`src/rtl/core/rabs_queue.sv`:
```
// Short FIFO between the front and back ends.
// Carries packed requests; depends on no package contents.
`default_nettype none

module rabs_queue #(
   parameter int W = 8,
   parameter int DEPTH = 4
) (
   input  wire logic          clock,
   input  wire logic          reset,
   input  wire logic          push,
   input  wire logic [W-1:0]  push_data,
   output logic               full,
   input  wire logic          pop,
   output logic               empty,
   output logic [W-1:0]       head
);

   localparam int PW = (DEPTH > 1) ? $clog2(DEPTH) : 1;
   localparam int CW = $clog2(DEPTH + 1);

   logic [W-1:0]  slot_ff [DEPTH];
   logic [PW-1:0] wr_ptr_ff, wr_ptr_in;
   logic [PW-1:0] rd_ptr_ff, rd_ptr_in;
   logic [CW-1:0] count_ff, count_in;

   assign full  = (count_ff == CW'(DEPTH));
   assign empty = (count_ff == '0);
   assign head  = slot_ff[rd_ptr_ff];

   // Pointer and occupancy update
   always_comb begin
      wr_ptr_in = wr_ptr_ff;
      rd_ptr_in = rd_ptr_ff;
      count_in  = count_ff;
      if (push) begin
         wr_ptr_in = (wr_ptr_ff == PW'(DEPTH - 1)) ? '0 : wr_ptr_ff + PW'(1);
      end
      if (pop) begin
         rd_ptr_in = (rd_ptr_ff == PW'(DEPTH - 1)) ? '0 : rd_ptr_ff + PW'(1);
      end
      if (push && !pop) begin
         count_in = count_ff + CW'(1);
      end else if (pop && !push) begin
         count_in = count_ff - CW'(1);
      end
   end

   always_ff @(posedge clock) begin
      if (reset) begin
         wr_ptr_ff <= '0;
         rd_ptr_ff <= '0;
         count_ff  <= '0;
      end else begin
         wr_ptr_ff <= wr_ptr_in;
         rd_ptr_ff <= rd_ptr_in;
         count_ff  <= count_in;
      end
   end

   always_ff @(posedge clock) begin
      if (push) begin
         slot_ff[wr_ptr_ff] <= push_data;
      end
   end

endmodule

`default_nettype wire

```
`config.mk`:
```
export PLATFORM = sky130hd
export DESIGN_NAME = rabs_queue
export DESIGN_NICKNAME = d
export VERILOG_FILES = /design/src/rtl/core/rabs_queue.sv
export SDC_FILE = /design/constraint.sdc
export NUM_CORES = 1
export LEC_CHECK = 0
export CAP_MARGIN = 20
export CORE_MARGIN = 2
export CORE_UTILIZATION = 59
export DETAILED_ROUTE_END_ITERATION = 10
export DONT_BUFFER_PORTS = 1
export PLACE_DENSITY = 0.75
export SYNTH_ARGS = -nofsm -noshare
export SYNTH_HDL_FRONTEND = slang
export SYNTH_SLANG_ARGS = --single-unit
```
`constraint.sdc`:
```
create_clock -name clock -period 1.6 [get_ports clock]
set_input_delay 0.16 -clock clock [delete_from_list [all_inputs] [get_ports clock]]
set_output_delay 0.16 -clock clock [all_outputs]
set_load 0.01 [all_outputs]
```
== Word-level counts from Yosys, hierarchy flattened ==
Memory sizes are Yosys's and may differ from the RTL's. A register that Yosys moved wholly into a read port is not among the register bits.
Cells that the tools add are included.
Storage, ports and cells
  register bits after elaboration: 7
  RAM bits: 32
  bits of input ports: 12
  output and inout port bits: 10
  logic and storage cells: 25
  memories kept: 1
Memory list
  slot_ff: depth 4, bits a word 8, rd ports 1, clocked after Yosys merged registers in 1, wr ports 1, line 22  | logic [W-1:0] slot_ff [DEPTH];
Cells by class
  $add $sub $neg: 4
  eq/ne operators: 3
  multiplexer cells: 8
  reduce and logical (&&, ||, !) cells: 6
Operators by type and width (number)
  2-bit two-way mux: 4
  3-bit two-way mux: 2
  2-bit by 1-bit adder with 2-bit output (second input constant): 2
  2-bit equality test (second input constant): 2
  3-bit by 1-bit adder with 3-bit output (second input constant): 1
  3-bit equality test (second input constant): 1
  3-bit logical NOT: 1
  3-bit by 1-bit subtractor with 3-bit output (second input constant): 1
  1-bit logical AND: 2
  1-bit logical NOT: 2
  1-bit two-way mux: 2
  2-bit nonzero test: 1

== Logic depth before layout (Yosys ltp) ==
Gate-level depths: netlist (run 1).
  word-level depth: 4
  mapped depth: 7
  depth with buffers taken out: 7

== Worst setup path after synthesis (run 1) ==
Ideal clock, no wire load.
  kind: input to register
  start: input port pop
  end: register count_ff[2]
  library setup time: 0.070 ns
  data arrival time: 1.352 ns
  required time: 1.530 ns
  path slack: 0.178 ns
  cell stages on the path: 7
  path buffers: 0
  path through: inv_1 > ha_1 > inv_1 > fa_1 > xor2_1 > or3_1 > a21oi_1
Between the ends
  cells in the longest elaborated chain, start to end: 3
  elaborated cells between the ends (all ways): 5
  those cells by class: mux (1); reduce/logical (4)
RTL lines
  from (decl): line 14  | input wire logic pop,
  1-bit logical NOT: line 42  | if (push && !pop) begin
  1-bit logical AND: line 42
  3-bit two-way mux or 2-bit nonzero test (tied branches)
  to (signal assigned): line 57  | count_ff <= count_in;
  to (decl): line 25  | logic [CW-1:0] count_ff, count_in;
Parallel ways exist; a longest one is shown, timed or not.
A chain may end at the register's enable or synchronous reset.

==> impl_results.md, run 1 <==
* Cells after Synth at 86
* Drc violations at 0
* Final slew viol count at 0
* Total GRT Usage at 16.5%
* Crit end category: primary output
* Setup_tns at 0 ns
* Clock transition at path regs at 0.11 ns
* Chip Width at 56.0 µm
* Ant. Diodes at 0
* Area of the mapped netlist at 1600 µm²
* Startpoint types: flip-flop
* Unique masters post-synth at 17
* Status: complete, no violations
* Die Y-Extent at 56.0 µm
* Min-delay src: pop
* FF/Latch Area at 1140 µm²
* Via count at 749
* Hold Vio Cnt, Final at 0
* Reg-to-Reg Start: count_ff[0]$_SDFFE_PP0P_
* Fin nets at 121
* Drt first pass iters at 4
* Clk root buf: clkbuf_4
* MaxCap Viol Count at 0
* Dpl cell area at 1630 µm²
* Via density at 5.63
* Average size of a mapped cell at 18.6 µm²
* WL final at 2270 µm
* Measured slew at the worst slew-check pin at 0.417 ns
* Post-synthesis sequential area ratio at 71.4%
* Total grt overflow at 0
* H-tree depth at 2
* CORE AREA at 2520 µm²
* Hold Path Class: in -> reg
* Mean routed wirelength per cell at 17.1 µm
* Critical path, cell by cell: buf_12 -> mux4_2
* Highest Clock Rate at 650 MHz
* Most frequent cells in the layout: edfxtp_1 (32), dlygate4sd3_1 (10), mux4_2 (8), dfxtp_1 (8), nor2_1 (7)
* Final Critical Period at 1.54 ns
* Peak VDD IR at 0.000910 V
* Tot Pwr at 2030 µW
* CTS tree: yes
* Clock Latency Late Sink at 0.34 ns
* Initial Util at 63.3%
* Worst path max stage delay at 0.55 ns
* Area of the multi-input gates at 425 µm²
* Fraction of layout cells with a size suffix above 1 at 17.5%
* Iter 0 DRT Violations at 13
* Deepest clock path buffer count at 2
* Worst path arrival time at 1.38 ns
* Leakage at 0.000642 µW
* Non-filler cells, final at 133
* CTS Sinks at 41
* Worst Skew at 0.00681 ns
* Max transition margin at 72.2%
* Unrepaired setup endpoints after global routing: false
* WP data required at 1.44 ns
* Final GP Congestion at 0.671
* Post-route ant nets at 0
* Largest net degree at the start of global routing at 13
* Setup CP Type: reg -> out
* Count of final setup violators at 0
* Final Instance Area at 1810 µm²
* # IOs at 22
* Layout area overhead at 13.3%
* Die Area at 3140 µm²
* Rows at 18
* Vias in the first global route at 790
* Placed cells at 115
* Post-DP HPWL at 1550 µm
* CP max-delay cell: mux4_2
* Net Count, Synth at 105
* Num CTS Buffers at 5
* Period utilization at 96.1%
* Global-route wire length before repair at 3700 µm
* Commonest non-fill, non-tap cell in the layout: edfxtp_1
* Initial antenna violation count at 0
* Fill cells at 178
* Synth Register Bits at 41
* Number of I/O port buffers at 0
* Power per Cell Area at 1120 nW/µm²
* Critical-path maximum fanout at 8
* Yosys warnings at 0
[logic make-up after synthesis]
family | after synthesis | share of synthesized area [%]
adder cells (fa/ha/maj) | 7 | 5.95
AND/OR/NAND/NOR | 15 | 4.85
multiplexers | 12 | 13.8
buffers and inverters | 6 | 1.96
flip-flops | 41 | 71.4
AO/OA/AOI/OAI | 3 | 0.939
XOR/XNOR | 2 | 1.10
[stage by stage]
step	setup slack, ns	hold slack (ns)	utilization, %
CTS	0.00302	0.0317	71.4
global route	0.00801	0.0404	71.8
detailed placement	0.0928	0.236	64.5
global placement	0.153	0.231	64.5
finish	0.0627	0.0416	71.8
floorplan	0.178	0.229	-
[worst paths after layout]
kind,endpoint,slack [ns],cells past startpoint
worst max register to register,count_ff[2]$_SDFFE_PP0P_,0.14,4
worst min-delay path,flip-flop,0.04,2
worst max-delay path,head[3],0.06,2
worst min register to register,count_ff[2]$_SDFFE_PP0P_,0.52,2
[routing by layer]
metal / track usage [%] / part of all wire (%) / up-vias
met5: 0 / 0 / -
met4: 9.18 / 1.5 / 0
met3: 5.12 / 5.1 / 3
met2: 26.6 / 54 / 21
met1: 19.6 / 40 / 371
li1: - / - / 354
[area by class of cell]
| type | count | share of cell area [%] |
|---|---|---|
| Clock buffer | 7 | 3.59 |
| Clock inverter | 1 | 0.276 |
| Inverter | 4 | 0.829 |
| Multi-Input combinational cell | 39 | 23.5 |
| Sequential cell | 41 | 63.1 |
| Tap cell | 30 | 2.07 |
| Timing Repair Buffer | 11 | 6.63 |
[what timing repair did]
action | in CTS | in global routing
buffers inserted | 0 | 0
gates resized for setup | 1 | 3
hold endpoints to repair | 41 | 0
hold buffers | 10 | 0
endpoints found under the setup margin | 8 | 8
[synth_stat cells]
library cell | instances | area [µm²]
edfxtp_1 | 32 | 961
dfxtp_1 | 9 | 180
mux4_2 | 8 | 180
nor2_1 | 7 | 26.3
ha_1 | 6 | 75.1
and2_1 | 4 | 25.0
inv_1 | 4 | 15.0
mux2i_1 | 4 | 40.0
a21oi_1 | 2 | 10.0
nor3b_1 | 2 | 15.0
xor2_1 | 2 | 17.5
buf_6 | 1 | 11.3
clkbuf_2 | 1 | 5.00
fa_1 | 1 | 20.0
nor3_1 | 1 | 5.00
o21ai_0 | 1 | 5.00
or3_1 | 1 | 6.26
[flip-flops by register name (all words and copies together) (netlist names), named ones only]
name and cells:
slot_ff 32, count_ff 3, rd_ptr_ff 2, wr_ptr_ff 2
[worst max-delay path: cells and delay by family, from the launching register on]
family | cells | cell delay, ns
flip-flops | 1 | 0.35
multiplexers | 1 | 0.55
buffers and inverters | 1 | 0.13
[where the power goes]
part / switching [µW] / internal (µW)
Sequential: 38.5 / 1210
Clock: 302 / 255
Combinational: 111 / 109
Total: 452 / 1570
Note: power is estimated with default switching activity, not from simulation.
==> inputs of run 2 (changes only) <==
Settings changed: REMOVE_ABC_BUFFERS set to 1.
==> impl_results.md, run 2 (synthesis results as in run 1) <==
* Drc violations at 0 (unchanged)
* Final GP Congestion at 0.672 (+0.19%)
* Initial antenna violation count at 0 (unchanged)
* H-tree depth at 2 (unchanged)
* CORE AREA at 2520 µm² (unchanged)
* Count of final setup violators at 0 (unchanged)
* Clock transition at path regs at 0.11 ns (about the same)
* Hold WS at 0.0559 ns (+0.0143 ns)
* Reg-to-Reg Start: count_ff[0]$_SDFFE_PP0P_
* Final Critical Period at 1.54 ns (+0.00732 ns)
* Iter 0 DRT Violations at 8 (-5)
* CTS Sinks at 41 (unchanged)
* Hold Vio Cnt, Final at 0 (unchanged)
* Cell count of the worst hold path at 2 (unchanged)
* Drt first pass iters at 4 (unchanged)
* Number of I/O port buffers at 0 (unchanged)
* Initial Util at 63.3% (unchanged)
* Worst Skew at 0.00198 ns (-0.00483 ns)
* Critical-path maximum fanout at 8 (unchanged)
* Final slew viol count at 0 (unchanged)
* Global-route wire length before repair at 3750 µm (+1.5%)
* Number of flip-flops in the largest register at 32 (unchanged)
* Final Instance Area at 1840 µm² (+1.5%)
* Power per Cell Area at 1200 nW/µm² (+7.6%)
* Measured slew at the worst slew-check pin at 0.436 ns (+0.0189 ns)
* Leakage at 0.000654 µW (+1.9%)
* Routing usage on met1 at 20.3% (+0.71 points)
* Max transition margin at 71.0% (-1.3 points)
* Fin nets at 121 (unchanged)
* Fraction of layout cells with a size suffix above 1 at 17.5% (unchanged)
* Setup CP Type: reg -> out
* WP data required at 1.44 ns (about the same)
* Period utilization at 96.5% (+0.46 points)
* Peak VDD IR at 0.00111 V (+22%)
* Vias in the first global route at 814 (+3.0%)
* Deepest clock path buffer count at 2 (unchanged)
* Reg2reg path depth at 4 (unchanged)
* MaxCap Viol Count at 0 (unchanged)
* Top flop regs: slot_ff x32, count_ff x3
* Grt met2 use at 26.4% (-0.17 points)
* Layout area overhead at 15.0%
* Most flop-heavy register: slot_ff
* Highest Clock Rate at 647 MHz (-0.47%)
* Worst path arrival time at 1.38 ns (about the same)
* Num CTS Buffers at 5 (unchanged)
* Commonest non-fill, non-tap cell in the layout: edfxtp_1
* Total GRT Usage at 17.0% (+0.57 points)
* # IOs at 22 (unchanged)
* Hold Path Class: in -> reg
* WL final at 2280 µm (+0.26%)
* CTS tree: yes
* Via count at 772 (+3.1%)
* Post-route ant nets at 0 (unchanged)
* Die Area at 3140 µm² (unchanged)
* Rows at 18 (unchanged)
* Min-delay src: pop
* Fill cells at 171 (-3.9%)
* Chip Width at 56.0 µm (unchanged)
* Most frequent cells in the layout: edfxtp_1 (32), dlygate4sd3_1 (10), mux4_2 (8), dfxtp_1 (8), nor2_1 (7)
* Dpl cell area at 1630 µm² (unchanged)
* Clk root buf: clkbuf_4
* Startpoint types: flip-flop
* Post-DP HPWL at 1510 µm (-2.7%)
* Total grt overflow at 0 (unchanged)
* R2r endpoint: count_ff[2]$_SDFFE_PP0P_
* Ant. Diodes at 0 (unchanged)
* GR peak layer: met2
* Via density at 5.80 (+3.1%)
* Clock Latency Late Sink at 0.34 ns (about the same)
* Largest net degree at the start of global routing at 14 (+1)
* Die Y-Extent at 56.0 µm (unchanged)
* Status: complete, no violations
* Mean routed wirelength per cell at 17.1 µm (+0.26%)
* Crit end category: primary output
* Internal reg-to-reg setup slack at 0.13 ns (about the same)
* Met3 Use GR at 5.35% (+0.23 points)
## run 2: cell count changes in the layout (fill, tap and decap cells not counted)
cell and delta:
clkbuf_16 +1, bufinv_16 +1, clkbuf_8 -2
## run 2: layer usage
layer	wire (µm)	vias up
met4	56	0
met3	120	8
met1	908	379
met2	1190	25
li1	-	360
met5	0	-
## run 2: worst max-delay path: stages, from the launching register on
cell and delay, ns:
dfxtp_2 0.36, buf_12 0.13, mux4_2 0.55
## run 2: power by group
group / switching, µW / internal (µW) / total [µW]
clock: 321 / 421 / 742
combinational: 112 / 109 / 222
sequential: 38.8 / 1210 / 1250
## run 2: area by class of cell
class / instances / area [µm²] / share of cell area (%)
clock buffer: 6 / 62.6 / 3.40
clock inverter: 2 / 35.0 / 1.91
inverter: 4 / 15.0 / 0.817
multi-input combinational: 39 / 425 / 23.1
sequential: 41 / 1140 / 62.2
tap: 30 / 37.5 / 2.04
timing repair buffer: 11 / 120 / 6.54
## run 2: worst max path at each step
stage,to,slack [ns],cells after the start
global route,head[5],-0.0005,2
floorplan,count_ff[2]$_SDFFE_PP0P_,0.18,7
finish,head[0],0.06,2
CTS,head[0],0.00005,2
detailed placement,count_ff[2]$_SDFFE_PP0P_,0.08,7
global placement,count_ff[2]$_SDFFE_PP0P_,0.15,7
## run 2: repair_timing
item,in CTS,in global routing
gates resized for setup,1,3
endpoints found under the setup margin,8,8
endpoints found under the hold margin,41,0
hold buffers,10,0
setup buffers,0,0
pin swaps,0,0
## run 2: through the flow
stage / setup slack, ns / total power, µW / std cells / TNS (ns) / utilization, %
after CTS: 0.0000497 / 2230 / 133 / 0 / 72.5
after global placement: 0.151 / 1450 / 115 / 0 / 64.5
final: 0.0554 / 2210 / 133 / 0 / 72.9
after global routing: -0.000504 / 2300 / 133 / -0.000504 / 72.9
after detailed placement: 0.0787 / 1470 / 115 / 0 / 64.5
after floorplan: 0.178 / 1420 / 84 / 0 / -
==> inputs of run 3 (changes only) <==
--- a/config.mk
+++ b/config.mk
@@ -7,5 +7,4 @@
 export LEC_CHECK = 0
 export CAP_MARGIN = 20
-export CORE_MARGIN = 2
 export CORE_UTILIZATION = 59
 export DETAILED_ROUTE_END_ITERATION = 10
==> constraint.sdc (replaced) <==
create_clock -name clock -period 1.6 [get_ports clock]
set_input_delay 0.08 -clock clock [delete_from_list [all_inputs] [get_ports clock]]
set_output_delay 0.08 -clock clock [all_outputs]
set_load 0.01 [all_outputs]
==> impl_results.md, run 3 (synthesis results as in run 1) <==
* Final slew viol count at 0 (unchanged)
* WP data required at 1.52 ns (+0.08 ns)
* Via count at 772 (unchanged)
* Drt first pass iters at 5 (+1)
* Max transition margin at 71.7% (+0.78 points)
* Internal at 1480 µW (-15%)
* MaxCap Viol Count at 0 (unchanged)
* Unrepaired setup endpoints after global routing: false
* Combinational Power Share at 11.5% (+1.5 points)
* Number of flip-flops in the largest register at 32 (unchanged)
* Via density at 5.76 (-0.75%)
* Min-delay src: pop
* Final GP Congestion at 0.620 (-7.7%)
* Family with the most delay on the worst path: multiplexers
* Clock transition at path regs at 0.11 ns (about the same)
* Setup CP Type: reg -> out
* Leakage at 0.000633 µW (-3.2%)
* Power per Cell Area at 1080 nW/µm² (-10%)
* Rows at 18 (unchanged)
* Sw Share at 23.4% (+2.0 points)
* Worst Skew at 0.00452 ns (+0.00254 ns)
* Dpl ws at 0.132 ns (+0.0537 ns)
* Clk root buf: clkbuf_4
* Peak VDD IR at 0.000858 V (-23%)
* Global-route wire length before repair at 3570 µm (-5.0%)
* Clock Latency Late Sink at 0.32 ns (-0.02 ns)
* Number of I/O port buffers at 0 (unchanged)
* Num CTS Buffers at 5 (unchanged)
* R2r endpoint: count_ff[2]$_SDFFE_PP0P_
* Total GRT Usage at 18.9% (+1.9 points)
* Share of power burned in registers at 64.5% (+8.0 points)
* Measured slew at the worst slew-check pin at 0.424 ns (-0.0117 ns)
* Reg-to-Reg Start: count_ff[0]$_SDFFE_PP0P_
* Hold WS at 0.0145 ns (-0.0414 ns)
* Critical-path maximum fanout at 8 (unchanged)
* Fraction of layout cells with a size suffix above 1 at 15.4% (-2.1 points)
* Post-DP HPWL at 1540 µm (+1.9%)
* Crit end category: primary output
* Worst path max stage delay at 0.57 ns (+0.02 ns)
* Startpoint types: flip-flop
* Total grt overflow at 0 (unchanged)
* Worst path arrival time at 1.42 ns (+0.04 ns)
* Worst setup path endpoint: head[5]
* CORE AREA at 2520 µm² (unchanged)
* Hold Vio Cnt, Final at 0 (unchanged)
* Deepest clock path buffer count at 2 (unchanged)
* Final Critical Period at 1.50 ns (-0.0485 ns)
* Commonest non-fill, non-tap cell in the layout: edfxtp_1
* Ant. Diodes at 0 (unchanged)
* Largest net degree at the start of global routing at 13 (-1)
* H-tree depth at 2 (unchanged)
* Vias in the first global route at 785 (-3.6%)
* CP max-delay cell: mux4_2
* Bufs and invs on worst path at 1 (unchanged)
* Iter 0 DRT Violations at 11 (+3)
* Switching power at 452 µW (-4.2%)
* Die Area at 2920 µm² (-7.0%)
* Hold Path Class: in -> reg
* Drc violations at 0 (unchanged)
* Placed cells at 115 (unchanged)
* Count of final setup violators at 0 (unchanged)
* Status: complete, no violations
* Mean routed wirelength per cell at 17.3 µm (+1.0%)
* CTS Sinks at 41 (unchanged)
* Reg2reg path depth at 4 (unchanged)
* Layout area overhead at 11.9%
* Non-filler cells, final at 134 (+0.75%)
* Top flop regs: slot_ff x32, count_ff x3
* Most frequent cells in the layout: edfxtp_1 (32), dlygate4sd3_1 (11), dfxtp_1 (9), mux4_2 (8), nor2_1 (7)
* Period utilization at 93.5% (-3.0 points)
* Initial Util at 63.3% (unchanged)
* Fill cells at 179 (+4.7%)
* Highest Clock Rate at 668 MHz (+3.2%)
* Initial antenna violation count at 0 (unchanged)
* Fin nets at 122 (+0.83%)
* Setup_tns at 0 ns (unchanged)
* Slack of the critical path at 0.104 ns (+0.0485 ns)
* CTS tree: yes
* Critical path, cell by cell: buf_4 -> mux4_2
* Clock Power Share at 24.0% (-9.5 points)
* Crit. path cell count at 2 (unchanged)
* Most flop-heavy register: slot_ff
* Internal reg-to-reg setup slack at 0.12 ns (about the same)
* WL final at 2320 µm (+1.8%)
* Die Y-Extent at 54.0 µm (-3.6%)
* # IOs at 22 (unchanged)
* Chip Width at 54.0 µm (-3.6%)
* Post-route ant nets at 0 (unchanged)
==> run 3: worst register-to-register path, delay by kind of cell, from the launching register on <==
family	cells	cell delay, ns
AO/OA/AOI/OAI	1	0.14
XOR/XNOR	1	0.15
flip-flops	1	0.38
adder cells (fa/ha/maj)	1	0.44
AND/OR/NAND/NOR	1	0.32
==> run 3: worst min path at each step <==
stage	endpoint	slack, ns	depth (start not counted)
2_1_floorplan	count_ff[2]$_SDFFE_PP0P_	0.15	1
3_3_place_gp	count_ff[2]$_SDFFE_PP0P_	0.15	1
3_5_place_dp	count_ff[0]$_SDFFE_PP0P_	0.16	1
4_1_cts	rd_ptr_ff[0]$_SDFFE_PP0P_	0.007	3
5_1_grt	flip-flop	0.05	3
6_report	rd_ptr_ff[0]$_SDFFE_PP0P_	0.01	3
==> run 3: layout make-up <==
type | count | area [µm²] | share of cell area, %
inverter | 4 | 15.0 | 0.840
timing repair buffer | 12 | 118 | 6.58
clock buffer | 6 | 41.3 | 2.31
sequential | 41 | 1140 | 63.8
clock inverter | 2 | 10.0 | 0.560
multi-input combinational | 39 | 425 | 23.8
tap | 30 | 37.5 | 2.10
==> run 3: power by group through the flow <==
stage	clock [µW]	sequential (µW)	combinational, µW
after floorplan	0	1270	150
after global placement	0	1270	183
after detailed placement	0	1270	191
after CTS	476	1250	224
after global routing	519	1260	247
final	466	1250	222
==> run 3: metal layers <==
layer  global-route usage (%)  vias to the layer above  routed length (µm)
met5                        0                        -                   0
met2                     31.3                       25                1180
met4                     7.69                        0                  37
met1                     22.3                      384                 967
met3                     6.78                        4                 131
li1                         -                      359                   -
==> run 3: through the flow <==
step	utilization [%]	total power (µW)	cell area (µm²)
after floorplan	-	1420	1580
after global placement	64.5	1450	1630
after detailed placement	64.5	1470	1630
after CTS	70.9	1950	1790
after global routing	70.9	2020	1790
final	70.9	1940	1790
==> run 3: repair_timing <==
action | CTS | global route
hold buffers | 11 | 0
resized for setup | 0 | 0
endpoints found under the hold margin | 41 | 0
buffers inserted | 0 | 0
