File: src/rtl/core/rabs_pkg.sv
// Package for the running-average background subtraction block.
// Holds constants, the register index codes and the per-item tag type.
// No dependencies; used by rabs_front, rabs_back and the top level.
`default_nettype none

package rabs_pkg;

   // Store size and front/back queue depth
   localparam int MAX_PIXELS  = 524288;
   localparam int QUEUE_DEPTH = 4;

   // Gray weights in units of 1/1000
   localparam int GRAY_WB = 114;
   localparam int GRAY_WG = 587;
   localparam int GRAY_WR = 299;

   // Weighted sum of a pixel is at most 1000 * 255, which fits in 18 bits
   localparam int SUM_W = 18;

   // floor(sum / 1000) == (sum * GRAY_RECIP) >> RECIP_SHIFT for every sum < 2^18
   localparam int RECIP_W     = 19;
   localparam int RECIP_SHIFT = 28;
   localparam logic [RECIP_W-1:0] GRAY_RECIP = 19'd268436;
   localparam int PROD_W = SUM_W + RECIP_W;

   // Register widths and reset values
   localparam int ALPHA_W = 9;
   localparam int THRESH_W = 8;
   localparam int CSR_DATA_W = 9;
   localparam logic [ALPHA_W-1:0]  ALPHA_RESET  = 9'd179;
   localparam logic [THRESH_W-1:0] THRESH_RESET = 8'd25;
   localparam logic [ALPHA_W-1:0]  ALPHA_ONE    = 9'd256;

   // Mask values
   localparam logic [7:0] MASK_FG = 8'hFF;
   localparam logic [7:0] MASK_BG = 8'h00;

   // Register index codes
   typedef enum logic [0:0] {
      CSR_ALPHA_Q8        = 1'b0,
      CSR_NOISE_THRESHOLD = 1'b1
   } rabs_csr_type;

   // Per-request control carried from front to back
   typedef struct packed {
      logic first_frame;  // store seed only, no result
      logic frame_end;    // last pixel of the frame
   } rabs_tag_type;

endpackage

`default_nettype wire

File: src/rtl/core/rabs_front.sv
// Front end: accepts pixel requests, converts them to gray, assigns store addresses.
// Two register stages feed the request queue. Depends on rabs_pkg.
`default_nettype none

module rabs_front #(
   parameter int MAX_PIXELS = rabs_pkg::MAX_PIXELS,
   parameter int AW = (MAX_PIXELS > 1) ? $clog2(MAX_PIXELS) : 1
) (
   input  wire logic                   clock,
   input  wire logic                   reset,
   // request side
   input  wire logic                   req_valid,
   output logic                        req_stall,
   input  wire logic [7:0]             req_blue,
   input  wire logic [7:0]             req_green,
   input  wire logic [7:0]             req_red,
   input  wire logic                   req_frame_end,
   // queue side
   input  wire logic                   q_full,
   output logic                        q_push,
   output logic [7:0]                  q_gray,
   output logic [AW-1:0]               q_addr,
   output rabs_pkg::rabs_tag_type      q_tag
);

   localparam logic [AW-1:0] LAST_ADDR = AW'(MAX_PIXELS - 1);

   logic front_adv;
   logic accept;

   logic [AW-1:0]               addr_ff, addr_in;
   logic                        ready_ff, ready_in;

   logic                        f1_v_ff;
   logic [rabs_pkg::SUM_W-1:0]  f1_sum_ff, f1_sum_in;
   logic [AW-1:0]               f1_addr_ff;
   rabs_pkg::rabs_tag_type      f1_tag_ff, f1_tag_in;

   logic                        f2_v_ff;
   logic [7:0]                  f2_gray_ff, f2_gray_in;
   logic [AW-1:0]               f2_addr_ff;
   rabs_pkg::rabs_tag_type      f2_tag_ff;

   logic [rabs_pkg::PROD_W-1:0] prod;

   // Whole front moves together; it holds only when the queue cannot take stage 2
   assign front_adv = !(f2_v_ff && q_full);
   assign req_stall = !front_adv;
   assign accept    = req_valid && front_adv;

   // Weighted sum of the three components
   always_comb begin
      f1_sum_in = rabs_pkg::SUM_W'(rabs_pkg::GRAY_WB * int'(req_blue))
                + rabs_pkg::SUM_W'(rabs_pkg::GRAY_WG * int'(req_green))
                + rabs_pkg::SUM_W'(rabs_pkg::GRAY_WR * int'(req_red));
      f1_tag_in.first_frame = !ready_ff;
      f1_tag_in.frame_end   = req_frame_end;
   end

   // Divide by 1000 through the reciprocal
   always_comb begin
      prod = rabs_pkg::PROD_W'(f1_sum_ff) * rabs_pkg::PROD_W'(rabs_pkg::GRAY_RECIP);
      f2_gray_in = prod[rabs_pkg::RECIP_SHIFT +: 8];
   end

   // Pixel address and first-frame flag
   always_comb begin
      addr_in  = addr_ff;
      ready_in = ready_ff;
      if (accept) begin
         if (req_frame_end || addr_ff == LAST_ADDR) begin
            addr_in = '0;
         end else begin
            addr_in = addr_ff + AW'(1);
         end
         if (req_frame_end) begin
            ready_in = 1'b1;
         end
      end
   end

   always_ff @(posedge clock) begin
      if (reset) begin
         addr_ff  <= '0;
         ready_ff <= 1'b0;
         f1_v_ff  <= 1'b0;
         f2_v_ff  <= 1'b0;
      end else begin
         addr_ff  <= addr_in;
         ready_ff <= ready_in;
         if (front_adv) begin
            f1_v_ff <= req_valid;
            f2_v_ff <= f1_v_ff;
         end
      end
   end

   // Payload stages
   always_ff @(posedge clock) begin
      if (front_adv) begin
         f1_sum_ff  <= f1_sum_in;
         f1_addr_ff <= addr_ff;
         f1_tag_ff  <= f1_tag_in;
         f2_gray_ff <= f2_gray_in;
         f2_addr_ff <= f1_addr_ff;
         f2_tag_ff  <= f1_tag_ff;
      end
   end

   assign q_push = f2_v_ff && front_adv;
   assign q_gray = f2_gray_ff;
   assign q_addr = f2_addr_ff;
   assign q_tag  = f2_tag_ff;

endmodule

`default_nettype wire

File: config.mk
export PLATFORM = sky130hd
export DESIGN_NAME = rabs_front
export DESIGN_NICKNAME = d
export VERILOG_FILES = /design/src/rtl/core/rabs_pkg.sv /design/src/rtl/core/rabs_front.sv
export SDC_FILE = /design/constraint.sdc
export NUM_CORES = 1
export LEC_CHECK = 0
export ABC_AREA = 1
export CORE_MARGIN = 4
export CORE_UTILIZATION = 35
export DETAILED_ROUTE_END_ITERATION = 8
export DONT_BUFFER_PORTS = 1
export GPL_TIMING_DRIVEN = 0
export PLACE_DENSITY = 0.58
export SKIP_CTS_REPAIR_TIMING = 1
export SKIP_LAST_GASP = 1
export SLEW_MARGIN = 25
export SYNTH_ARGS = -nofsm -noshare
export SYNTH_HDL_FRONTEND = slang
export SYNTH_SLANG_ARGS = --single-unit
File: constraint.sdc
create_clock -name clock -period 12.3 [get_ports clock]
set_input_delay 1.23 -clock clock [delete_from_list [all_inputs] [get_ports clock]]
set_output_delay 1.23 -clock clock [all_outputs]
set_load 0.02 [all_outputs]
Word-level counts from Yosys, hierarchy flattened
Index checks and enable logic that the tools add are counted.

Flip-flop bits (word level): 90. Input bits: 29. Latch bits: 0. Memories kept: 0. Memory bits (writable): 0. Word-level logic and storage cells: 28. Output and inout bits: 31. ROM bits: 0.

$add $sub $neg: 3. Bitwise operators: 0. Eq/ne operators: 1. Multipliers: 4. Div/mod/pow operators: 0. Multiplexer cells: 1. Order comparisons: 0. Reductions and logical operators: 7. Shift-type cells: 0.

Operators by type and width (count): 18-bit by 17-bit multiplier with 34-bit output, second input constant (1); 19-bit by 1-bit adder with 19-bit output, second input constant (1); 19-bit == test, second input constant (1); 19-bit 2-to-1 mux (1); 16-bit by 18-bit adder with 18-bit output (1); 18-bit adder (1); 10-bit by 8-bit multiplier with 18-bit output, first input constant (1); 9-bit by 8-bit multiplier with 17-bit output, first input constant (1); 6-bit by 8-bit multiplier with 14-bit output, first input constant (1); 1-bit logical AND (3); 1-bit logical NOT (2); 2-bit AND reduction (1); 1-bit logical OR (1).

Logic depth before layout (Yosys ltp)
Gate-level depths: netlist of the first run.

Word-level depth: 4. Gate-level depth with buffers: 29.

Least setup slack after synthesis of the first run
No wires, ideal clock.

Kind: input port to flip-flop. From: input port req_blue[0]. To: register f1_sum_ff[16] (netlist bit) (data pin). Data required time: 12.048 ns. Buffers on the path: 0. Slack: 5.550 ns. Stages: 26. Arrival: 6.497 ns. Library setup time: 0.252 ns. Cells stage by stage: fa_1 inv_1 fa_1 inv_1 ha_1 ha_1 fa_1 nand3_1 nand3_1 xor2_1 inv_1 ha_1 ha_1 fa_1 inv_1 fa_1 fa_1 inv_1 ha_1 nand2_1 nor2_1 nand3_1 nand3_1 nand2_1 nand3_1 nand2_1.

Cells in the longest elaborated chain, start to end: 3.

Ends and longest elaborated chain: from (decl) (RTL line rabs_front.sv:14) `input wire logic [7:0] req_blue,`; 6-bit by 8-bit multiplier with 14-bit output (RTL line rabs_front.sv:53) `f1_sum_in = rabs_pkg::SUM_W'(rabs_pkg::GRAY_WB * int'(req_blue))`; 16-bit by 18-bit adder with 18-bit output (RTL line rabs_front.sv:54) `+ rabs_pkg::SUM_W'(rabs_pkg::GRAY_WG * int'(req_green))`; 18-bit adder (RTL line rabs_front.sv:55) `+ rabs_pkg::SUM_W'(rabs_pkg::GRAY_WR * int'(req_red));`; named net f1_sum_in (one bit) (RTL line rabs_front.sv:35) `logic [rabs_pkg::SUM_W-1:0] f1_sum_ff, f1_sum_in;`; to (signal assigned) (RTL line rabs_front.sv:101) `f1_sum_ff <= f1_sum_in;`; to (decl) (RTL line rabs_front.sv:35).

The timed path passes the listed nets, and every way through them passes these cells. A chain may end at the register's enable or synchronous reset.

Worst setup path in the final report of the first run
Ends and elaborated chain as after synthesis.

==> results of run 1 <==
per-stage QoR:
stage	instance area (sq um)	utilization	cells
finish	12900	0.383	1805
global route	12900	0.383	1805
CTS	12900	0.383	1805
detailed placement	12600	0.374	1789
global placement	12500	0.373	1788
floorplan	12000	-	1340
metal layers:
metal,routed length (microns),global-route usage
met1,11600,0.180
met2,10700,0.219
met3,436,0.0175
met4,343,0.0278
met5,0,0
kinds of logic after synthesis:
family | Yosys count | synth area share
AO/OA/AOI/OAI | 102 | 0.0480
XOR/XNOR | 39 | 0.0285
adder cells (fa/ha/maj) | 380 | 0.464
buffers and inverters | 332 | 0.106
flip-flops | 90 | 0.207
multiplexers | 1 | 0.000836
AND/OR/NAND/NOR | 396 | 0.146
flip-flops by register name, indices dropped and copies added (netlist names):
signal,count
q_tag,2
q_addr,19
f2_v_ff,1
f1_v_ff,1
f1_sum_ff,18
addr_ff,19
ready_ff,1
q_gray,8
f1_addr_ff,19
f1_tag_ff,2
critical path, delay by kind of cell:
kind	cells	cell delay, ns
XOR/XNOR	1	0.16
adder cells (fa/ha/maj)	11	4.23
buffers and inverters	5	0.24
AND/OR/NAND/NOR	9	0.92
synth_stat cells, types with 4 or more instances:
library cell / number / area [sq um]
sky130_fd_sc_hd__nor3_1: 15 / 75.1
sky130_fd_sc_hd__xor2_1: 26 / 228
sky130_fd_sc_hd__nand3_1: 47 / 235
sky130_fd_sc_hd__o21bai_1: 9 / 67.6
sky130_fd_sc_hd__nor2_1: 68 / 255
sky130_fd_sc_hd__o21ai_0: 16 / 80.1
sky130_fd_sc_hd__a21oi_1: 56 / 280
sky130_fd_sc_hd__nor2_4: 6 / 67.6
sky130_fd_sc_hd__fa_1: 107 / 2140
sky130_fd_sc_hd__xnor2_1: 13 / 114
sky130_fd_sc_hd__inv_1: 329 / 1230
sky130_fd_sc_hd__nand2_2: 5 / 31.3
sky130_fd_sc_hd__edfxtp_1: 68 / 2040
sky130_fd_sc_hd__a31oi_1: 4 / 25.0
sky130_fd_sc_hd__dfxtp_1: 22 / 440
sky130_fd_sc_hd__a21o_1: 9 / 67.6
sky130_fd_sc_hd__nand2_1: 225 / 845
sky130_fd_sc_hd__nor2_2: 11 / 68.8
sky130_fd_sc_hd__nand4_1: 4 / 25.0
sky130_fd_sc_hd__ha_1: 273 / 3420
cell type report:
| type | instances | area share |
|---|---|---|
| plain buffers | 1 | 0.00156 |
| clock buffers | 10 | 0.0178 |
| clock inverters | 6 | 0.00574 |
| inverters | 331 | 0.0967 |
| multi-input cells | 918 | 0.640 |
| flip-flops and latches | 90 | 0.193 |
| well taps | 448 | 0.0436 |
| repair buffers | 1 | 0.00156 |
how the worst min path moves through the flow:
stage | from | end | slack, ns | depth (start not counted)
floorplan | f1_addr_ff[0]$_DFFE_PN_ | q_addr[0]$_DFFE_PN_ | 0.40 | 0
global placement | f1_tag_ff[1]$_DFFE_PN_ | q_tag[1]$_DFFE_PN_ | 0.40 | 0
detailed placement | f1_addr_ff[5]$_DFFE_PN_ | q_addr[5]$_DFFE_PN_ | 0.40 | 0
CTS | f1_addr_ff[6]$_DFFE_PN_ | q_addr[6]$_DFFE_PN_ | 0.42 | 0
global route | f1_addr_ff[0]$_DFFE_PN_ | q_addr[0]$_DFFE_PN_ | 0.43 | 0
finish | f1_addr_ff[6]$_DFFE_PN_ | q_addr[6]$_DFFE_PN_ | 0.42 | 0
==> flow_metrics.tcl, run 1 <==
set metrics [dict create \
    status "finished clean" \
    fin_nets 1761 \
    cts_root_buf "sky130_fd_sc_hd__clkbuf_16" \
    hold_path.class "reg2reg" \
    cts_made_buffers 9 \
    cp_data_required_time_ns 12.40 \
    vias_per_cell 4.54 \
    crit_end "f1_sum_ff[16]$_DFFE_PN_" \
    gp_congestion 0.915 \
    syn-instance-count 1340 \
    crit_path_max_incr_delay_ns 0.54 \
    layout_cell_share_with_drive_strength_beyond_1 0.0361 \
    ff_to_ff_path_depth 19 \
    cts-htree-levels 3 \
    timing.final.crit_share 0.546 \
    route.vias.total 8196 \
    sum_of_overflow_across_all_layers_after_global_routing 0 \
    worst_path_max_delay_cell "sky130_fd_sc_hd__fa_1" \
    worst_setup_path_end_kind "flip-flop" \
    timing.critical_path.from_type "input pin" \
    worstSkewPairLatency_ns 0.35 \
    synth_nets 1749 \
    layout-area-overhead-vs-synth_pct 7.42 \
    unrepaired_setup_endpoints_after_global_routing "false" \
    fmax_mhz 149 \
    final.min_clock_period_ns 6.72 \
    timing.critical_path.from "req_blue[0]" \
    max_slew.worst_pin.slew_ns 0.459 \
    floorplan.core_area_sq_mm 0.0336 \
    hold_slack_ns 0.418 \
    dp_hpwl_mm 20.0 \
    avgSynthCellArea_sq_um 8.94 \
    fillerInstances 3375 \
    multiInputGateArea_sq_mm 0.00823 \
    floorplan.initialDensity 0.356 \
    synth-edff-count 68 \
    register_area_sq_mm 0.00248 \
    async_flop_share 0 \
    final_cell_mix "329 x sky130_fd_sc_hd__inv_1, 273 x sky130_fd_sc_hd__ha_1, 225 x sky130_fd_sc_hd__nand2_1, 107 x sky130_fd_sc_hd__fa_1" \
    finClkSkew_ns 0.0112 \
    grt_pass1_vias 8353 \
    chipWidth_microns 193 \
    critical-path-top-cell-by-count "sky130_fd_sc_hd__fa_1" \
    postSynthRegisterBits 90 \
    r2r_end "q_gray[4]$_DFFE_PN_" \
    detail-route-antenna-nets 0 \
    total_detailed_routing_wirelength_mm 23.1 \
    buffer_ports.inserted 0 \
    track_usage 0.130 \
    grt_first_pass_wirelength_mm 39.4 \
    pin_count_of_the_biggest_net_entering_global_routing 42 \
    critical_path_peak_fanout 4 \
    design.portCount 60 \
    final_report_setup_violation_count 0 \
    count_of_different_cell_masters_after_synthesis 40 \
    drt-wirelength-per-cell_microns 12.8 \
    synth_sequential_area_ratio 0.207 \
    die_height_microns 193 \
    maximum_count_of_clock_buffers_along_a_single_path 2 \
    dp_slack_ns 5.18 \
    worst_slew_margin_rel 0.694 \
    tritoncts_num_sinks 90 \
    report.final.hold_viol_count 0 \
    worstSetupPathType "in2reg" \
    dr.first_iter.drc_count 312 \
    tritoncts "done" \
    setup_ws_ns 5.58 \
    drcViolationCount 0 \
    ys_dominant_reg_cell "sky130_fd_sc_hd__edfxtp_1" \
    number_of_antenna_violations_at_the_first_check_in_global_routing 0 \
    final-max-slew-violation-count 0 \
    final_common_cell "sky130_fd_sc_hd__inv_1" \
    detailedRoute.firstPassIterationCount 4 \
    syn-cell-area_sq_mm 0.0120 \
    cap_viol_max_count 0 \
    crit_arrival_ns 6.82 \
    antenna_cells 0 \
    fin_tns_setup_ns 0 \
    number_of_warnings_reported_in_the_yosys_synthesis_log 0 \
    rows 67 \
    r2r_start "f1_sum_ff[7]$_DFFE_PN_" \
    fp.dieArea_sq_mm 0.0372 \
    reg2reg_slack_ns 7.58 \
    cts.clk_slew.worst_paths_ns 0.07 \
]
Power of run 1 is not shown: default switching activity piles up to over one toggle a cycle in this logic, so the estimate is an artifact.
==> run 2, diff against run 1 <==
- ABC_AREA: 1 -> 0
- clock period: 12.3 -> 6.9 ns (I/O delays scaled with it)
==> run 2 against run 1 <==
Effect of this change:
- register-to-register slack got worse by 5.9 ns
- sequential share of layout area rose by 1.7 points
- utilization rose by 0.092 points
- clock skew fell by 0.0042 ns
- die area fell by 8.2%
- first-iteration DRC count fell by 25%
- critical endpoint is now f1_sum_ff[17]$_DFFE_PN_
- largest cell class unchanged
==> flow_metrics.tcl, run 2 <==
set metrics [dict create \
    final_report_setup_violation_count 0 \
    final-max-slew-violation-count 0 \
    fmax_mhz 154 \
    ys_top_cells_by_area "sky130_fd_sc_hd__ha_1 31%, sky130_fd_sc_hd__fa_1 20%, sky130_fd_sc_hd__edfxtp_1 19%, sky130_fd_sc_hd__inv_1 8.5%, sky130_fd_sc_hd__dfxtp_1 4.0%" \
    avgSynthCellArea_sq_um 10.5 \
    chipWidth_microns 185 \
    cts-htree-levels 3 \
    yosys.area.top_type "sky130_fd_sc_hd__ha_1" \
    max_slew.worst_pin.slew_ns 0.524 \
    detail-route-antenna-nets 0 \
    rows 64 \
    worst_path_max_delay_cell "sky130_fd_sc_hd__fa_1" \
    synth-edff-count 68 \
    final_cell_mix "273 x sky130_fd_sc_hd__ha_1, 249 x sky130_fd_sc_hd__inv_1, 107 x sky130_fd_sc_hd__fa_1, 68 x sky130_fd_sc_hd__edfxtp_1, 52 x sky130_fd_sc_hd__nor2_1" \
    dr.first_iter.drc_count 233 \
    worst_slew_margin_rel 0.650 \
    timing.final.crit_share 0.939 \
    worst_setup_path_end_kind "flip-flop" \
    grt_first_pass_wirelength_mm 33.2 \
    grt_pass1_vias 6957 \
    post_synth_most_frequent_cells "273 x sky130_fd_sc_hd__ha_1, 249 x sky130_fd_sc_hd__inv_1, 107 x sky130_fd_sc_hd__fa_1" \
    tritoncts_num_sinks 90 \
    status "finished clean" \
    synth_nets 1447 \
    sum_of_overflow_across_all_layers_after_global_routing 0 \
    yosys.area_share.xor_xnor 0.0432 \
    critPathBufInv 6 \
    buffer_ports.inserted 0 \
    critPathTopFamily "adder cells" \
    crit_path_max_incr_delay_ns 0.53 \
    track_usage 0.119 \
    floorplan.core_area_sq_mm 0.0307 \
    synth-compound-area-share 0.0640 \
    fp.dieArea_sq_mm 0.0342 \
    drcViolationCount 0 \
    number_of_antenna_violations_at_the_first_check_in_global_routing 0 \
    unrepaired_setup_endpoints_after_global_routing "false" \
    synth.area.mux_share 0.000914 \
    pin_count_of_the_biggest_net_entering_global_routing 44 \
    vias_per_cell 4.69 \
    postSynthRegisterBits 90 \
    synth_top_cell_area_share 0.312 \
    cts_root_buf "sky130_fd_sc_hd__clkbuf_16" \
    fin_tns_setup_ns 0 \
    total_detailed_routing_wirelength_mm 19.1 \
    cp_data_required_time_ns 7.00 \
    dp_hpwl_mm 16.5 \
    antenna_cells 0 \
    synth-adder-area-share 0.508 \
    synth_sequential_area_ratio 0.227 \
    finClkSkew_ns 0.00703 \
    cts.clk_slew.worst_paths_ns 0.07 \
    ys_dominant_reg_cell "sky130_fd_sc_hd__edfxtp_1" \
    combinational_family_with_the_most_area_after_synthesis "adder cells" \
    maximum_count_of_clock_buffers_along_a_single_path 2 \
    crit_arrival_ns 6.58 \
    fin_nets 1459 \
    async_flop_share 0 \
    route.vias.total 6804 \
    worstSkewPairLatency_ns 0.34 \
    layout-area-overhead-vs-synth_pct 7.71 \
    worstSetupPathType "in2reg" \
    drt-wirelength-per-cell_microns 13.2 \
    design.portCount 60 \
    tritoncts "done" \
    cap_viol_max_count 0 \
    gp_congestion 0.822 \
    layout_cell_share_with_drive_strength_beyond_1 0.0351 \
    count_leader_synth "sky130_fd_sc_hd__ha_1" \
    detailedRoute.firstPassIterationCount 4 \
    die_height_microns 185 \
    final.min_clock_period_ns 6.48 \
    cts_made_buffers 9 \
    syn-cell-area_sq_mm 0.0110 \
    timing.critical_path.from_type "input pin" \
    critical_path_peak_fanout 4 \
    synth_simple_gate_area_share 0.0714 \
    final_common_cell "sky130_fd_sc_hd__ha_1" \
    hold_path.class "in2reg" \
    number_of_warnings_reported_in_the_yosys_synthesis_log 0 \
    floorplan.initialDensity 0.356 \
    report.final.hold_viol_count 0 \
    syn-instance-count 1038 \
    count_of_different_cell_masters_after_synthesis 56 \
]
==> run 2: worst paths after layout <==
path | from | end | slack [ns] | cells past startpoint
worst max register to register | f1_sum_ff[7]$_DFFE_PN_ | q_gray[5]$_DFFE_PN_ | 1.70 | 16
worst min register to register | f1_addr_ff[6]$_DFFE_PN_ | q_addr[6]$_DFFE_PN_ | 0.42 | 0
worst min-delay path | reset | f2_v_ff$_SDFFE_PP0N_ | 0.41 | 1
worst max-delay path | req_blue[0] | f1_sum_ff[17]$_DFFE_PN_ | 0.42 | 26
==> run 2: routing by layer <==
metal | up-vias | routed length [microns] | global-route usage
met4 | 0 | 292 | 0.0244
met3 | 17 | 593 | 0.0173
met5 | - | 0 | 0
li1 | 3470 | - | -
met2 | 71 | 9030 | 0.200
met1 | 3246 | 9220 | 0.163
==> run 2: cell families after synthesis <==
family,count (synthesis)
flip-flops,90
buffers and inverters,251
AO/OA/AOI/OAI,103
adder cells (fa/ha/maj),380
XOR/XNOR,54
multiplexers,1
AND/OR/NAND/NOR,159
==> run 2: layout make-up <==
cell class              count  area, sq um
fillers                  3067        19000
flip-flops and latches     90         2480
well taps                 396          495
multi-input cells         697         7530
clock inverters             7         96.3
plain buffers               2         10.0
repair buffers              1         20.0
clock buffers               9          225
inverters                 249          935
==> run 2: worst register-to-register path: stages, from the launching register on <==
cell and delay [ns]:
sky130_fd_sc_hd__edfxtp_1 0.57, sky130_fd_sc_hd__ha_1 0.37, sky130_fd_sc_hd__ha_1 0.14, sky130_fd_sc_hd__inv_1 0.05, sky130_fd_sc_hd__fa_1 0.52, sky130_fd_sc_hd__inv_1 0.05
sky130_fd_sc_hd__fa_1 0.46, sky130_fd_sc_hd__fa_1 0.52, sky130_fd_sc_hd__fa_1 0.49, sky130_fd_sc_hd__ha_1 0.36, sky130_fd_sc_hd__a21oi_2 0.20, sky130_fd_sc_hd__nor3_1 0.06
sky130_fd_sc_hd__o31a_1 0.35, sky130_fd_sc_hd__a31oi_1 0.22, sky130_fd_sc_hd__o21ai_2 0.11, sky130_fd_sc_hd__a2111oi_2 0.40, sky130_fd_sc_hd__nor3_2 0.07
==> run 2: per-stage QoR <==
step	area (sq um)	setup slack, ns	hold slack, ns	utilization	std cells
final	11800	0.421	0.406	0.384	1451
after global routing	11800	0.0267	0.396	0.384	1451
after CTS	11800	0.385	0.396	0.384	1451
after detailed placement	11500	0.0577	0.405	0.373	1435
after global placement	11400	0.0634	0.404	0.372	1434
after floorplan	11000	0.533	0.400	-	1038
Power of run 2 is left out for the same reason.
==> run 3, diff against run 2 <==
- CORE_UTILIZATION: 35 -> 55
- PLACE_DENSITY: 0.58 -> 0.79
- RECOVER_POWER: default -> 100
==> run 3 against run 2 <==
Effect of this change:
- the flow now finishes with violations (max-capacitance violations, max-slew violations)
- clock skew is 0.0013 ns higher
- hold slack about the same
- clock-buffer cell count is the same
- flip-flop and latch count did not move
- cell count shrank 9.0%
- fmax decreased by 1.4%
- critical path type unchanged
- critical endpoint unchanged
- highest routed layer unchanged
==> flow_metrics.tcl, run 3 (synthesized netlist as in run 2, its figures left out) <==
set metrics [dict create \
    status "finished, violations left" \
    worst_setup_path_end_kind "flip-flop" \
    multiInputGateArea_sq_mm 0.00749 \
    hold_slack_ns 0.406 \
    cts_root_buf "sky130_fd_sc_hd__clkbuf_16" \
    crit_path_max_incr_delay_ns 0.52 \
    fin_nets 1459 \
    reg2reg_slack_ns 1.32 \
    cap_viol_max_count 1 \
    finClkSkew_ns 0.00838 \
    dp_hpwl_mm 16.1 \
    critPathTopFamily "adder cells" \
    ff_to_ff_path_depth 16 \
    report.final.hold_viol_count 0 \
    final-max-slew-violation-count 41 \
    gp_congestion 0.844 \
    drt-wirelength-per-cell_microns 14.4 \
    maximum_count_of_clock_buffers_along_a_single_path 2 \
    fin_tns_setup_ns 0 \
    timing.final.crit_share 0.952 \
    route.vias.total 6929 \
    tritoncts "done" \
    violations "max-capacitance violations, max-slew violations" \
    worstSkewPairLatency_ns 0.34 \
    cts-htree-levels 3 \
    vias_per_cell 5.25 \
    chipWidth_microns 149 \
    drcViolationCount 0 \
    worstSetupPathDepth 26 \
    final_cell_mix "273 x sky130_fd_sc_hd__ha_1, 249 x sky130_fd_sc_hd__inv_1, 107 x sky130_fd_sc_hd__fa_1, 68 x sky130_fd_sc_hd__edfxtp_1, 52 x sky130_fd_sc_hd__nor2_1" \
    timing.critical_path.from_type "input pin" \
    detailedRoute.firstPassIterationCount 4 \
    tritoncts_num_sinks 90 \
    cts.clk_slew.worst_paths_ns 0.07 \
    unrepaired_setup_endpoints_after_global_routing "false" \
    worst_path_max_delay_cell "sky130_fd_sc_hd__fa_1" \
    sum_of_overflow_across_all_layers_after_global_routing 0 \
    max_slew.worst_pin.slew_ns 2.04 \
    final.min_clock_period_ns 6.57 \
    grt_first_pass_wirelength_mm 33.5 \
    critical_path_peak_fanout 4 \
    timing.critical_path.from "req_blue[0]" \
    worstSetupPathType "in2reg" \
    fillerInstances 1663 \
    total_detailed_routing_wirelength_mm 19.0 \
    floorplan.core_area_sq_mm 0.0195 \
    detail-route-antenna-nets 0 \
    rows 51 \
    track_usage 0.185 \
    cp_data_required_time_ns 6.98 \
    crit_end "f1_sum_ff[17]$_DFFE_PN_" \
    r2r_end "q_gray[5]$_DFFE_PN_" \
    register_area_sq_mm 0.00248 \
    buffer_ports.inserted 0 \
    hold_path.class "in2reg" \
    design.portCount 60 \
    r2r_start "f1_sum_ff[6]$_DFFE_PN_" \
    antenna_cells 0 \
    crit_arrival_ns 6.65 \
    fp.dieArea_sq_mm 0.0222 \
    worst_slew_margin_rel -0.362 \
    layout_cell_share_with_drive_strength_beyond_1 0.0246 \
    final_common_cell "sky130_fd_sc_hd__ha_1" \
    number_of_antenna_violations_at_the_first_check_in_global_routing 0 \
    cts_made_buffers 9 \
    fmax_mhz 152 \
    critPathBufInv 6 \
    die_height_microns 149 \
    floorplan.initialDensity 0.561 \
    pin_count_of_the_biggest_net_entering_global_routing 41 \
    final_report_setup_violation_count 0 \
    layout-area-overhead-vs-synth_pct 5.45 \
    grt_pass1_vias 7306 \
    dr.first_iter.drc_count 240 \
]
## run 3: layer usage
layer / vias up / share of wire / GRT usage
li1: 3472 / - / -
met1: 3337 / 0.45 / 0.241
met2: 100 / 0.50 / 0.330
met3: 20 / 0.035 / 0.0258
met4: 0 / 0.016 / 0.0357
met5: - / 0 / 0
## run 3: worst min path at each step
stage / slack (ns) / start / endpoint / cells after the start
2_1_floorplan: 0.40 / f1_addr_ff[0]$_DFFE_PN_ / q_addr[0]$_DFFE_PN_ / 0
3_3_place_gp: 0.40 / f1_addr_ff[7]$_DFFE_PN_ / q_addr[7]$_DFFE_PN_ / 0
3_5_place_dp: 0.41 / f1_addr_ff[11]$_DFFE_PN_ / q_addr[11]$_DFFE_PN_ / 0
4_1_cts: 0.40 / reset / f2_v_ff$_SDFFE_PP0N_ / 1
5_1_grt: 0.40 / reset / f1_v_ff$_SDFFE_PP0N_ / 1
6_report: 0.41 / reset / f2_v_ff$_SDFFE_PP0N_ / 1
## run 3: cell type report
class | instances | area share
Buffer | 2 | 0.000650
Clock inverter | 7 | 0.00661
Clock buffer | 9 | 0.0195
Tap cell | 265 | 0.0287
Sequential cell | 90 | 0.215
Multi-Input combinational cell | 697 | 0.648
Inverter | 249 | 0.0809
Timing Repair Buffer | 1 | 0.000325
## run 3: through the flow
step,worst slack [ns],cell area (sq um),utilization,instances
finish,0.332,11500,0.591,1320
global route,0.0710,11500,0.591,1320
CTS,0.404,11600,0.595,1320
detailed placement,0.0507,11300,0.579,1304
global placement,0.136,11300,0.578,1303
floorplan,0.533,11000,-,1038
Power of run 3 is left out for the same reason.
